===== src/hdl/cmqd_pkg.sv =====
// ----------------------------------------------------------------------------
// Constrained multi-queue dispatcher package
// Codes, register layout and shared types of the dispatcher.
// ----------------------------------------------------------------------------
package cmqd_pkg;

   typedef enum logic [1:0] {
      MODE_SUBMIT   = 2'd0,
      MODE_FETCH    = 2'd1,
      MODE_COMPLETE = 2'd2
   } mode_type;

   typedef enum logic [2:0] {
      ST_ADDED      = 3'd0,
      ST_DROPPED    = 3'd1,
      ST_DISPATCHED = 3'd2,
      ST_NOTHING    = 3'd3,
      ST_COMPLETED  = 3'd4,
      ST_CERROR     = 3'd5
   } status_type;

   typedef enum logic [1:0] {
      DM_CLEAN = 2'd0,
      DM_DIRTY = 2'd1,
      DM_ANY   = 2'd2,
      DM_FREE  = 2'd3
   } dirty_mode_type;

   // Register indexes on the configuration port.
   localparam int CSR_QUEUES_IN_USE         = 0;
   localparam int CSR_QUEUE_SETTINGS_FIRST  = 1;
   localparam int CSR_QUEUE_SETTINGS_COUNT  = 4;

   localparam int CSR_INDEX_W = 3;
   localparam int SETTINGS_W  = 20;
   localparam int QIU_W       = 3;
   localparam int TAG_W       = 16;
   localparam int ZOOM_W      = 5;
   localparam int QIDX_W      = 2;
   localparam int ACTIVE_W    = 8;

   localparam logic [QIU_W-1:0]      QUEUES_IN_USE_RESET = 3'd1;
   localparam logic [SETTINGS_W-1:0] SETTINGS_RESET      = 20'd19424;

   // Queue settings layout.
   localparam int MINZ_LSB  = 0;
   localparam int MAXZ_LSB  = 5;
   localparam int DMODE_LSB = 10;
   localparam int LIMIT_LSB = 12;

   typedef struct packed {
      mode_type            mode;
      logic [TAG_W-1:0]    request_tag;
      logic [ZOOM_W-1:0]   zoom;
      logic                is_dirty_request;
      logic [QIDX_W-1:0]   queue_index;
   } item_type;

   typedef struct packed {
      status_type          status;
      logic [QIDX_W-1:0]   chosen_queue;
      logic                dispatched;
   } decision_type;

endpackage


===== src/hdl/constrained_multi_queue_dispatcher_top.sv =====
// ----------------------------------------------------------------------------
// Constrained multi-queue dispatcher
// Keeps several filtered LIFO request queues with per-queue render limits.
// ----------------------------------------------------------------------------
// The dispatcher accepts one item per clock cycle while results are being
// taken, and each item is handled in steps once it is accepted: the
// item is registered, the queue decision and the count update happen in the
// next cycle together with the access to the tag stack memory, the registered
// read of that memory completes in the cycle after, and the finished result
// then sits in a four-entry result queue. The depth of that result queue sets
// how many items may be in flight, so req_tready drops only when four results
// are owed and the result side is stalled. A submit pushes the tag on the
// first enabled queue whose zoom range and dirty filter match and that is not
// full; a fetch pops the newest tag of the first enabled queue with pending
// work and a free render slot; a complete frees one render slot of the named
// queue. The tag stacks are not cleared after reset, which is safe because
// only entries below a queue's pending count are ever returned. Configuration
// writes are always taken and must only be issued while the block is idle.
// ----------------------------------------------------------------------------
module constrained_multi_queue_dispatcher_top #(
   parameter int NUM_QUEUES  = 4,
   parameter int QUEUE_DEPTH = 32,
   parameter int TAG_BITS    = 16
) (
   input  logic        clock,
   input  logic        reset,
   // Request channel.
   input  logic        req_tvalid,
   output logic        req_tready,
   input  logic [23:0] req_tdata,  // request_tag[15:0], zoom[20:16], queue_index[22:21]
   input  logic [2:0]  req_tuser,  // mode[1:0], is_dirty_request[2]
   // Result channel.
   output logic        rsp_tvalid,
   input  logic        rsp_tready,
   output logic [23:0] rsp_tdata,  // chosen_queue[1:0], dispatched_tag[17:2]
   output logic [2:0]  rsp_tuser,  // status[2:0]
   // Configuration write channel.
   input  logic        csr_valid,
   output logic        csr_ready,
   input  logic [2:0]  csr_index,
   input  logic [19:0] csr_data
);

   localparam int QW        = (NUM_QUEUES > 1) ? $clog2(NUM_QUEUES) : 1;
   localparam int IDX_W     = $clog2(QUEUE_DEPTH);
   localparam int AW        = QW + IDX_W;
   localparam int OUT_DEPTH = 4;
   localparam int OUT_CW    = $clog2(OUT_DEPTH+1);
   localparam int RES_W     = 3 + cmqd_pkg::QIDX_W + cmqd_pkg::TAG_W;

   logic                   req_accept;
   logic                   s1_valid_ff;
   cmqd_pkg::item_type     s1_item_ff, s1_item_in;
   logic                   s2_valid_ff;
   cmqd_pkg::decision_type s2_dec_ff, s1_dec;

   logic                   mem_we;
   logic [AW-1:0]          mem_waddr, mem_raddr;
   logic [TAG_BITS-1:0]    mem_wdata, mem_rdata;

   logic [31:0]            rd_wide;
   logic [15:0]            result_tag;
   logic [RES_W-1:0]       push_data, head_data;
   logic [OUT_CW-1:0]      out_count;
   logic [OUT_CW:0]        in_flight;

   // Items still owed a result slot: the two pipeline stages plus the queue.
   assign in_flight  = {1'b0, out_count} + (OUT_CW+1)'(s1_valid_ff)
                                         + (OUT_CW+1)'(s2_valid_ff);
   assign req_tready = (in_flight < (OUT_CW+1)'(OUT_DEPTH));
   assign req_accept = req_tvalid && req_tready;
   assign csr_ready  = 1'b1;

   always_comb begin
      s1_item_in.mode             = cmqd_pkg::mode_type'(req_tuser[1:0]);
      s1_item_in.is_dirty_request = req_tuser[2];
      s1_item_in.request_tag      = req_tdata[15:0];
      s1_item_in.zoom             = req_tdata[20:16];
      s1_item_in.queue_index      = req_tdata[22:21];
   end

   always_ff @(posedge clock) begin
      if (reset) begin
         s1_valid_ff <= 1'b0;
         s2_valid_ff <= 1'b0;
      end else begin
         s1_valid_ff <= req_accept;
         s2_valid_ff <= s1_valid_ff;
      end
   end

   always_ff @(posedge clock) begin
      if (req_accept) begin
         s1_item_ff <= s1_item_in;
      end
      s2_dec_ff <= s1_dec;
   end

   cmqd_sched #(
      .NUM_QUEUES  (NUM_QUEUES),
      .QUEUE_DEPTH (QUEUE_DEPTH),
      .TAG_BITS    (TAG_BITS)
   ) u_sched (
      .clock      (clock),
      .reset      (reset),
      .csr_write  (csr_valid && csr_ready),
      .csr_index  (csr_index),
      .csr_data   (csr_data),
      .item_valid (s1_valid_ff),
      .item       (s1_item_ff),
      .decision   (s1_dec),
      .mem_we     (mem_we),
      .mem_waddr  (mem_waddr),
      .mem_wdata  (mem_wdata),
      .mem_raddr  (mem_raddr)
   );

   // Tag stacks: queue index in the upper address bits, stack slot below.
   cmqd_ram #(
      .WIDTH (TAG_BITS),
      .DEPTH (2**AW)
   ) u_tag_ram (
      .clock (clock),
      .we    (mem_we),
      .waddr (mem_waddr),
      .wdata (mem_wdata),
      .raddr (mem_raddr),
      .rdata (mem_rdata)
   );

   // The read data belongs to the item now in the second stage.
   assign rd_wide    = 32'(mem_rdata);
   assign result_tag = s2_dec_ff.dispatched ? rd_wide[15:0] : 16'd0;
   assign push_data  = {s2_dec_ff.status, s2_dec_ff.chosen_queue, result_tag};

   cmqd_fifo #(
      .WIDTH (RES_W),
      .DEPTH (OUT_DEPTH)
   ) u_out_fifo (
      .clock      (clock),
      .reset      (reset),
      .push       (s2_valid_ff),
      .push_data  (push_data),
      .pop        (rsp_tready),
      .head_valid (rsp_tvalid),
      .head_data  (head_data),
      .count      (out_count)
   );

   assign rsp_tuser = head_data[RES_W-1 -: 3];
   assign rsp_tdata = {6'd0, head_data[15:0], head_data[17:16]};

endmodule


===== src/hdl/cmqd_ram.sv =====
// ----------------------------------------------------------------------------
// Generic single-write, single-read RAM
// One write port and one read port with registered read data.
// ----------------------------------------------------------------------------
module cmqd_ram #(
   parameter int WIDTH = 16,
   parameter int DEPTH = 128
) (
   input  logic                     clock,
   input  logic                     we,
   input  logic [$clog2(DEPTH)-1:0] waddr,
   input  logic [WIDTH-1:0]         wdata,
   input  logic [$clog2(DEPTH)-1:0] raddr,
   output logic [WIDTH-1:0]         rdata
);

   logic [WIDTH-1:0] mem_ff [DEPTH];
   logic [WIDTH-1:0] rdata_ff;

   always_ff @(posedge clock) begin
      if (we) begin
         mem_ff[waddr] <= wdata;
      end
      rdata_ff <= mem_ff[raddr];
   end

   assign rdata = rdata_ff;

endmodule


===== src/hdl/cmqd_fifo.sv =====
// ----------------------------------------------------------------------------
// Result queue
// Small register FIFO that holds finished results until they are taken.
// ----------------------------------------------------------------------------
module cmqd_fifo #(
   parameter int WIDTH = 21,
   parameter int DEPTH = 4
) (
   input  logic                       clock,
   input  logic                       reset,
   input  logic                       push,
   input  logic [WIDTH-1:0]           push_data,
   input  logic                       pop,
   output logic                       head_valid,
   output logic [WIDTH-1:0]           head_data,
   output logic [$clog2(DEPTH+1)-1:0] count
);

   localparam int PW = $clog2(DEPTH);
   localparam int CW = $clog2(DEPTH+1);

   logic [WIDTH-1:0] data_ff [DEPTH];
   logic [PW-1:0]    wr_ptr_ff, wr_ptr_in;
   logic [PW-1:0]    rd_ptr_ff, rd_ptr_in;
   logic [CW-1:0]    count_ff, count_in;
   logic             do_pop;

   assign do_pop = pop && (count_ff != '0);

   always_comb begin
      wr_ptr_in = wr_ptr_ff;
      rd_ptr_in = rd_ptr_ff;
      count_in  = count_ff;
      if (push) begin
         wr_ptr_in = (wr_ptr_ff == PW'(DEPTH-1)) ? '0 : wr_ptr_ff + 1'b1;
      end
      if (do_pop) begin
         rd_ptr_in = (rd_ptr_ff == PW'(DEPTH-1)) ? '0 : rd_ptr_ff + 1'b1;
      end
      if (push && !do_pop) begin
         count_in = count_ff + 1'b1;
      end else if (!push && do_pop) begin
         count_in = count_ff - 1'b1;
      end
   end

   always_ff @(posedge clock) begin
      if (reset) begin
         wr_ptr_ff <= '0;
         rd_ptr_ff <= '0;
         count_ff  <= '0;
      end else begin
         wr_ptr_ff <= wr_ptr_in;
         rd_ptr_ff <= rd_ptr_in;
         count_ff  <= count_in;
      end
   end

   always_ff @(posedge clock) begin
      if (push) begin
         data_ff[wr_ptr_ff] <= push_data;
      end
   end

   assign head_valid = (count_ff != '0);
   assign head_data  = data_ff[rd_ptr_ff];
   assign count      = count_ff;

endmodule


===== src/hdl/cmqd_sched.sv =====
// ----------------------------------------------------------------------------
// Dispatcher scheduler
// Holds the configuration and the per-queue counts, picks the queue for one
// item and drives the tag stack memory.
// ----------------------------------------------------------------------------
module cmqd_sched #(
   parameter int NUM_QUEUES  = 4,
   parameter int QUEUE_DEPTH = 32,
   parameter int TAG_BITS    = 16,
   localparam int QW = (NUM_QUEUES > 1) ? $clog2(NUM_QUEUES) : 1,
   localparam int IDX_W = $clog2(QUEUE_DEPTH),
   localparam int AW = QW + IDX_W
) (
   input  logic                                   clock,
   input  logic                                   reset,
   input  logic                                   csr_write,
   input  logic [cmqd_pkg::CSR_INDEX_W-1:0]       csr_index,
   input  logic [cmqd_pkg::SETTINGS_W-1:0]        csr_data,
   input  logic                                   item_valid,
   input  cmqd_pkg::item_type                     item,
   output cmqd_pkg::decision_type                 decision,
   output logic                                   mem_we,
   output logic [AW-1:0]                          mem_waddr,
   output logic [TAG_BITS-1:0]                    mem_wdata,
   output logic [AW-1:0]                          mem_raddr
);

   localparam int CW = $clog2(QUEUE_DEPTH+1);

   logic [cmqd_pkg::QIU_W-1:0]      queues_in_use_ff;
   logic [cmqd_pkg::SETTINGS_W-1:0] settings_ff [NUM_QUEUES];
   logic [CW-1:0]                   pending_ff [NUM_QUEUES];
   logic [CW-1:0]                   pending_in [NUM_QUEUES];
   logic [cmqd_pkg::ACTIVE_W-1:0]   active_ff [NUM_QUEUES];
   logic [cmqd_pkg::ACTIVE_W-1:0]   active_in [NUM_QUEUES];

   logic [3:0]            n_enabled;
   logic [NUM_QUEUES-1:0] can_take;
   logic [NUM_QUEUES-1:0] can_serve;
   logic                  sub_hit, fet_hit, cpl_ok;
   logic [QW-1:0]         sub_q, fet_q, cpl_q;
   logic [CW-1:0]         top_idx;
   logic [31:0]           tag_wide;

   function automatic logic zoom_dirty_match(
      input logic [cmqd_pkg::SETTINGS_W-1:0] s,
      input logic [cmqd_pkg::ZOOM_W-1:0]     zoom,
      input logic                            dirty
   );
      logic [cmqd_pkg::ZOOM_W-1:0] minz;
      logic [cmqd_pkg::ZOOM_W-1:0] maxz;
      cmqd_pkg::dirty_mode_type    dm;
      logic                        ok;
      minz = s[cmqd_pkg::MINZ_LSB +: cmqd_pkg::ZOOM_W];
      maxz = s[cmqd_pkg::MAXZ_LSB +: cmqd_pkg::ZOOM_W];
      dm   = cmqd_pkg::dirty_mode_type'(s[cmqd_pkg::DMODE_LSB +: 2]);
      ok   = (zoom >= minz) && (zoom <= maxz);
      case (dm)
         cmqd_pkg::DM_CLEAN: ok = ok && !dirty;
         cmqd_pkg::DM_DIRTY: ok = ok && dirty;
         cmqd_pkg::DM_ANY:   ok = ok;
         cmqd_pkg::DM_FREE:  ok = 1'b1;
         default:            ok = 1'b0;
      endcase
      return ok;
   endfunction

   assign n_enabled = (4'(queues_in_use_ff) > 4'(NUM_QUEUES)) ? 4'(NUM_QUEUES)
                                                              : 4'(queues_in_use_ff);

   // Per-queue eligibility; every queue is evaluated side by side.
   always_comb begin
      for (int q = 0; q < NUM_QUEUES; q++) begin
         can_take[q]  = (4'(q) < n_enabled)
                     && (pending_ff[q] != CW'(QUEUE_DEPTH))
                     && zoom_dirty_match(settings_ff[q], item.zoom, item.is_dirty_request);
         can_serve[q] = (4'(q) < n_enabled)
                     && (pending_ff[q] != '0)
                     && (active_ff[q] <
                         settings_ff[q][cmqd_pkg::LIMIT_LSB +: cmqd_pkg::ACTIVE_W]);
      end
   end

   // Lowest-index winner of each search.
   always_comb begin
      sub_hit = 1'b0;
      sub_q   = '0;
      fet_hit = 1'b0;
      fet_q   = '0;
      for (int q = NUM_QUEUES - 1; q >= 0; q--) begin
         if (can_take[q]) begin
            sub_hit = 1'b1;
            sub_q   = QW'(q);
         end
         if (can_serve[q]) begin
            fet_hit = 1'b1;
            fet_q   = QW'(q);
         end
      end
   end

   assign cpl_q    = QW'(item.queue_index);
   assign cpl_ok   = (int'(item.queue_index) < NUM_QUEUES) && (active_ff[cpl_q] != '0);
   assign top_idx  = pending_ff[fet_q] - 1'b1;
   assign tag_wide = 32'(item.request_tag);

   always_comb begin
      pending_in = pending_ff;
      active_in  = active_ff;
      mem_we     = 1'b0;
      mem_waddr  = {sub_q, pending_ff[sub_q][IDX_W-1:0]};
      mem_wdata  = tag_wide[TAG_BITS-1:0];
      mem_raddr  = {fet_q, top_idx[IDX_W-1:0]};
      decision.status       = cmqd_pkg::ST_NOTHING;
      decision.chosen_queue = '0;
      decision.dispatched   = 1'b0;
      case (item.mode)
         cmqd_pkg::MODE_SUBMIT: begin
            if (sub_hit) begin
               decision.status       = cmqd_pkg::ST_ADDED;
               decision.chosen_queue = 2'(sub_q);
               mem_we                = item_valid;
               pending_in[sub_q]     = pending_ff[sub_q] + 1'b1;
            end else begin
               decision.status = cmqd_pkg::ST_DROPPED;
            end
         end
         cmqd_pkg::MODE_FETCH: begin
            if (fet_hit) begin
               decision.status       = cmqd_pkg::ST_DISPATCHED;
               decision.chosen_queue = 2'(fet_q);
               decision.dispatched   = 1'b1;
               pending_in[fet_q]     = top_idx;
               active_in[fet_q]      = active_ff[fet_q] + 1'b1;
            end
         end
         cmqd_pkg::MODE_COMPLETE: begin
            decision.chosen_queue = item.queue_index;
            if (cpl_ok) begin
               decision.status  = cmqd_pkg::ST_COMPLETED;
               active_in[cpl_q] = active_ff[cpl_q] - 1'b1;
            end else begin
               decision.status = cmqd_pkg::ST_CERROR;
            end
         end
         default: begin
            decision.status = cmqd_pkg::ST_NOTHING;
         end
      endcase
   end

   always_ff @(posedge clock) begin
      if (reset) begin
         queues_in_use_ff <= cmqd_pkg::QUEUES_IN_USE_RESET;
         for (int q = 0; q < NUM_QUEUES; q++) begin
            settings_ff[q] <= cmqd_pkg::SETTINGS_RESET;
            pending_ff[q]  <= '0;
            active_ff[q]   <= '0;
         end
      end else begin
         if (csr_write &&
             csr_index == cmqd_pkg::CSR_INDEX_W'(cmqd_pkg::CSR_QUEUES_IN_USE)) begin
            queues_in_use_ff <= csr_data[cmqd_pkg::QIU_W-1:0];
         end
         for (int q = 0; q < NUM_QUEUES; q++) begin
            if (csr_write && q < cmqd_pkg::CSR_QUEUE_SETTINGS_COUNT &&
                csr_index ==
                   cmqd_pkg::CSR_INDEX_W'(cmqd_pkg::CSR_QUEUE_SETTINGS_FIRST + q)) begin
               settings_ff[q] <= csr_data;
            end
         end
         if (item_valid) begin
            pending_ff <= pending_in;
            active_ff  <= active_in;
         end
      end
   end

endmodule


===== config.mk =====
export PLATFORM = sky130hd
export DESIGN_NAME = constrained_multi_queue_dispatcher_top
export DESIGN_NICKNAME = d
export VERILOG_FILES = /design/src/hdl/cmqd_pkg.sv /design/src/hdl/constrained_multi_queue_dispatcher_top.sv /design/src/hdl/cmqd_ram.sv /design/src/hdl/cmqd_fifo.sv /design/src/hdl/cmqd_sched.sv
export SDC_FILE = /design/constraint.sdc
export NUM_CORES = 2
export LEC_CHECK = 0
export ABC_AREA = 1
export BUFFER_PORTS_ARGS = -buffer_cell sky130_fd_sc_hd__buf_2
export CORE_ASPECT_RATIO = 0.8
export CORE_UTILIZATION = 30
export DETAILED_ROUTE_END_ITERATION = 10
export PLACE_DENSITY = 0.47
export REMOVE_ABC_BUFFERS = 1
export SYNTH_ARGS = -nofsm -noshare
export SYNTH_HDL_FRONTEND = slang
export SYNTH_SLANG_ARGS = --single-unit
export TNS_END_PERCENT = 20

===== constraint.sdc =====
create_clock -name clock -period 4.8 [get_ports clock]
set_clock_uncertainty 0.05 [all_clocks]
set_input_delay 0 -clock clock [delete_from_list [all_inputs] [get_ports clock]]
set_output_delay 0 -clock clock [all_outputs]
set_load 0.03 [all_outputs]

==> Yosys cells after proc, flatten, opt, wreduce, memory -nomap -nowiden <==
Memory sizes are Yosys's and may differ from the RTL's. A register that Yosys moved wholly into a read port is not among the register bits.
Cells that the tools add are included.
{ "totals": {"ram_bits": 2212, "word_cells": 241, "register_bits": 100, "memories": 3, "out_inout_bits": 30, "in_bits": 55} }
{ "memory_table": {"columns": ["memory", "words", "width", "read_ports", "rd_ports_with_merged_regs", "write_ports", "line_no", "rtl"], "rows": [
  ["u_tag_ram.mem_ff", 128, 16, 1, 1, 1, "cmqd_ram.sv:17", "logic [WIDTH-1:0] mem_ff [DEPTH];"],
  ["u_out_fifo.data_ff", 4, 21, 1, 1, 1, "cmqd_fifo.sv:22", "logic [WIDTH-1:0] data_ff [DEPTH];"],
  ["u_sched.settings_ff", 4, 20, 4, 0, 4, "cmqd_sched.sv:31", "logic [cmqd_pkg::SETTINGS_W-1:0] settings_ff [NUM_QUEUES];"]
]} }
{ "op_classes": {"n_bitwise": 7, "n_eq_ne": 27, "n_addsub": 10, "order_cmp": 24, "n_mux": 88, "reduce_logical": 60} }
{ "ops": {"columns": ["cell", "count"], "rows": [
  ["20-bit two-way mux", 4],
  ["32-bit bitwise mux", 2],
  ["32-bit two-way mux", 2],
  ["32-bit one-hot mux with 2 select lines", 1],
  ["24-bit bitwise mux", 2],
  ["24-bit two-way mux", 2],
  ["8-bit two-way mux", 6],
  ["24-bit one-hot mux with 2 select lines", 1],
  ["1-bit logical AND", 40],
  ["6-bit two-way mux", 6],
  ["8-bit binary-select mux with 2-bit select", 2],
  ["8-bit demux with 2-bit select", 2],
  ["8-bit < comparator", 4],
  ["1-bit two-way mux", 30],
  ["2-bit two-way mux", 13],
  ["6-bit binary-select mux with 2-bit select", 2],
  ["6-bit demux with 2-bit select", 2],
  ["6-bit inequality test, second input constant", 4],
  ["6-bit nonzero test", 4],
  ["2-bit equality test, second input constant", 11],
  ["5-bit greater-or-equal comparator", 4],
  ["5-bit less-or-equal comparator", 4],
  ["16-bit two-way mux", 1],
  ["1-bit one-hot mux with 4 select lines", 4],
  ["other kinds (33)", 63]
]} }

==> Depth between registers and ports, before layout <==
An unclocked memory read counts as a cell.
{ "depth": {"word_depth": 18, "depth_mapped": 31, "depth_no_buf": 26} }

==> By module <==
A second synthesis with hierarchy kept.
{ "unflattened": {"cells_unflattened": 8488, "hier_area_um2": 97479.7} }
{ "modules_own_cells": {"columns": ["mod", "n_inst", "seq_area_each_um2", "area_each_um2", "cells_each"], "rows": [
  ["cmqd_ram", 1, 61819.3, 82828.2, 6793],
  ["cmqd_sched", 1, 3583.4, 9783.1, 1339],
  ["cmqd_fifo", 1, 2702.6, 3642.2, 267],
  ["constrained_multi_queue_dispatcher_top", 1, 940.9, 1226.2, 89]
]} }

==> Least setup slack after synthesis <==
OpenSTA, ideal clock, no wires.
{ "synth_path": {"kind": "flip-flop to flip-flop", "startpoint": "memory u_sched.settings_ff[0][17] (netlist name)", "endpoint": "register u_tag_ram.rdata_ff[3] (netlist: u_tag_ram.rdata[3]) (read register of u_tag_ram.mem_ff)", "synth_period_minus_slack_ns": 3.834, "stages_incl_launch_ff": 30, "setup_slack_ns": 0.966, "t_required_ns": 4.692, "setup_time_ns": 0.058, "n_path_buf": 6, "arrival_time_ns": 3.726, "cell_sequence": "edfxtp_1 inv_1 ha_1 nand2_1 inv_1 o21bai_1 nand3_1 nor2_1 nand2_4 nand2_4 inv_2 nand2_4 nand3_2 nand3_4 inv_4 buf_4 buf_6 buf_2 ha_1 clkbuf_1 clkbuf_1 clkbuf_1 nand3_1 nand3_1 nand3_1 nand3_1 nand3_1 nand2_1 inv_2 nand2_1"} }
{ "synth_lines": {"columns": ["element", "line_no", "rtl"], "rows": [
  ["start, declared", "cmqd_sched.sv:31", null],
  ["end, declared", "cmqd_ram.sv:18", "logic [WIDTH-1:0] rdata_ff;"]
]} }

==> Worst setup path in the final report <==
{ "layout_path": {"startpoint": "register u_sched.active_ff[30] (netlist name)", "endpoint": "register u_tag_ram.rdata_ff[15] (netlist: u_tag_ram.rdata[15]) (read register of u_tag_ram.mem_ff)"} }
{ "layout_via": {"elab_chain_cells": 8} }
{ "layout_rtl": {"columns": ["element", "line_no", "rtl"], "rows": [
  ["start, declared", "cmqd_sched.sv:34", "logic [cmqd_pkg::ACTIVE_W-1:0] active_ff [NUM_QUEUES];"],
  ["start signal, assigned", "cmqd_sched.sv:174", "active_ff <= active_in;"],
  ["8-bit < comparator (*)", "cmqd_sched.sv:79", "&& (active_ff[q] <"],
  ["1-bit logical AND (*)", "cmqd_sched.sv:79", null],
  ["2-bit two-way mux (*)", "cmqd_sched.sv:95", "if (can_serve[q]) begin"],
  ["2-bit inverter with 3-bit output (implied by the code)", "cmqd_sched.sv:104", "assign top_idx = pending_ff[fet_q] - 1'b1;"],
  ["6-bit binary-select mux with 2-bit select", "cmqd_sched.sv:104", null],
  ["6-bit two-way mux (implied by the code) (2 in a row)", "cmqd_sched.sv:104", null],
  ["6-bit by 1-bit subtractor with 6-bit output", "cmqd_sched.sv:104", null]
]} }
Every way passes the cells marked *; elsewhere a longest branch is shown, timed or not. The select of a mux whose other input is x is not followed.
A chain may end at the register's enable or synchronous reset.

==> impl_metrics.json <==
{
  "dp.cells": 14500,
  "critical_path_class": "reg -> reg",
  "seq_power_share": 0.436,
  "fin_setup_tns_ns": 0,
  "clockRootBuffer": "clkbuf_16",
  "powerDensity_nw_per_um2": 448,
  "drive_above_1_share": 0.0867,
  "layoutNonFillerInstCount": 15100,
  "grt_usage": 0.189,
  "cts_tree": "done",
  "period_needed_ns": 4.69,
  "synth_top_area_frac": 0.651,
  "finalHoldViolCount": 0,
  "post-route-cell-area_um2": 121000,
  "synth_edf_count": 2238,
  "p_clk_frac": 0.337,
  "swShare": 0.323,
  "path_max_fanout": 23,
  "placed_area_um2": 112000,
  "grt-ovfl-total": 0,
  "setup_viol": 0,
  "cts.sinks": 2330,
  "start_kind": "flip-flop",
  "async_flop_share": 0,
  "antenna_found_initial": 14,
  "cp.required_ns": 5.50,
  "yosys_warnings": 0,
  "syn_avg_cell_area_um2": 10.3,
  "wire_per_inst_um": 22.2,
  "synth_area_um2": 103000,
  "syn_inst": 9990,
  "share_comb_of_total_power": 0.227,
  "cp_data_arrival_time_ns": 5.39,
  "ys_seq_area_frac": 0.669,
  "gp_congestion": 0.866,
  "total_power_mw": 54.2,
  "dieArea_um2": 347000,
  "p_switching_mw": 17.5,
  "io_buffers": 76,
  "detailed_place_hpwl_um": 197000,
  "finalNetCount": 10500,
  "hold-path-cell-count": 5,
  "max_cap_violations": 0,
  "clkTransAtPathRegs_ns": 0.06,
  "yosysMostFrequentCell": "nand2_1",
  "yosysTopAreaCell": "edfxtp_1",
  "die_h_um": 527,
  "drt_iter0_drc": 7509,
  "p_leak_nw": 48.6,
  "clkLatencyLatePin_ns": 0.92,
  "vias": 72300,
  "drv_slew": 0,
  "worstMarginPinSlew_ns": 1.20,
  "synthFlopType": "edfxtp_1",
  "p_int_mw": 36.7,
  "hp-class": "in -> reg",
  "synth_area_leaders": "edfxtp_1 (65%), nand3_1 (9.4%), nand2_1 (8.8%)",
  "h-tree-depth": 4,
  "rsz0062_at_grt": "no",
  "via_per_inst": 4.79,
  "status": "finished clean",
  "die_w_um": 658,
  "rows": 192,
  "fmax_ghz": 0.213,
  "ir_drop_v": 0.000407,
  "grt_pass1_vias": 69100,
  "slew_headroom": 0.200,
  "cp-end-kind": "flip-flop",
  "io_pins": 85,
  "syn2layout_area_growth_pct": 17.3,
  "clockBufferDepth": 4,
  "numCtsBuffers": 238,
  "first_pass_iters": 5,
  "drc_errors": 0,
  "rrSetupSlack_ns": 0.11,
  "hold_slack_ns": 0.135,
  "synth_common_cells": "nand2_1 (2416), edfxtp_1 (2238), nand3_1 (1935)",
  "drt-total-wl_um": 335000,
  "initial_core_util": 0.302,
  "ff2ff_path_depth": 26,
  "grt_first_pass_wirelength_um": 487000,
  "ys_types": 57,
  "core_um2": 342000,
  "ys_ff_latch": 2330,
  "slowest_stage": "dfxtp_1",
  "postRouteAntennaNets": 0,
  "cpMostUsedCell": "nand3_1",
  "finalCritPeriodShare": 0.977,
  "cpPeakStageDelay_ns": 0.46,
  "grt_max_degree": 161
}
## flip-flops by register name, summed over array words and instances (netlist names), named ones only
name	count
u_tag_ram.mem_ff	2048
u_out_fifo.data_ff	84
u_sched.settings_ff	80
u_sched.active_ff	32
s1_item_ff	26
u_sched.pending_ff	24
u_tag_ram.rdata	16
push_data	5
u_out_fifo.count	3
u_sched.queues_in_use_ff	3
u_out_fifo.rd_ptr_ff	2
u_out_fifo.wr_ptr_ff	2
s1_valid_ff	1
s2_dec_ff	1
s2_valid_ff	1
## power by group through the flow
stage	logic (mW)	registers, mW	clock network, mW
3_3_place_gp	12.1	24.1	0
4_1_cts	12.2	23.6	18.7
2_1_floorplan	6.08	24.4	0
3_5_place_dp	12.1	24.1	0
6_report	12.3	23.6	18.3
5_1_grt	13.1	23.6	19.5
## repair_timing
| item | CTS | global route |
|---|---|---|
| setup endpoints to repair | 0 | 160 |
| gates resized for setup | 0 | 25 |
| hold buffers | 113 | 0 |
| buffers inserted | 0 | 4 |
| endpoints found under the hold margin | 148 | 0 |
## worst paths after layout
kind                               start                     endpoint
max                u_sched.active_ff[30]          u_tag_ram.rdata[15]
min                         csr_index[1]  u_sched.queues_in_use_ff[1]
max reg2reg        u_sched.active_ff[30]          u_tag_ram.rdata[15]
min reg2reg  u_sched.queues_in_use_ff[1]  u_sched.queues_in_use_ff[1]
## stage by stage
stage                util  setup WS [ns]
global placement    0.328         0.0727
detailed placement  0.328         0.0317
global route        0.354        0.00586
finish              0.354          0.113
floorplan               -         -34.84
CTS                 0.353         0.0123
## placed cells by master, fill, tap and decap left out, drive strengths merged, types with 2 or more instances in the layout
cell type	count
conb	7
a31oi	12
or2	3
clkbuf	311
ha	83
a21o	4
nand4	14
edfxtp	2238
a21boi	2
o21a	8
dfxtp	92
o22ai	51
nor3	12
o21ai	121
bufinv	19
o211ai	49
nor2	388
inv	1690
buf	507
xnor2	5
diode	8
clkinv	94
nand3b	200
clkinvlp	10
a211oi	5
a221oi	3
dlygate4sd3	113
xor2	7
nand2	2429
nand3	1939
o21bai	5
a21oi	87
## metal layers
metal  track usage  routed length [um]  vias to the layer above
li1              -                   -                    33800
met1         0.289              161000                    35700
met2         0.279              143000                     2386
met3        0.0304               24900                      371
met4        0.0394                6790                        0
met5             0                   0                        -
## cell type report
| class | count | area [um2] |
|---|---|---|
| antenna | 8 | 20.0 |
| clock buffer | 309 | 6310 |
| clock inverter | 123 | 1120 |
| fill | 33800 | 221000 |
| inverter | 1690 | 6370 |
| multi-input combinational | 5444 | 25600 |
| sequential | 2330 | 69000 |
| tap | 4559 | 5700 |
| timing repair buffer | 622 | 6990 |
## critical path, delay by kind of cell, from the launching register on
kind	cells	cell delay, ns
AO/OA/AOI/OAI	1	0.11
adder cells (fa/ha/maj)	2	0.46
flip-flops	1	0.46
buffers and inverters	7	1.05
AND/OR/NAND/NOR	16	2.31
## logic make-up after synthesis
kind of cell,Yosys count,share of synthesized area
mux,1,0.0000969
compound gates,354,0.0205
xor+xnor,12,0.00102
fa+ha+maj,84,0.0102
simple gates,4986,0.214
flops,2330,0.669
buf+inv,2221,0.0856
other cells,2,0.0000727
Power figures use the tool's default switching activity.
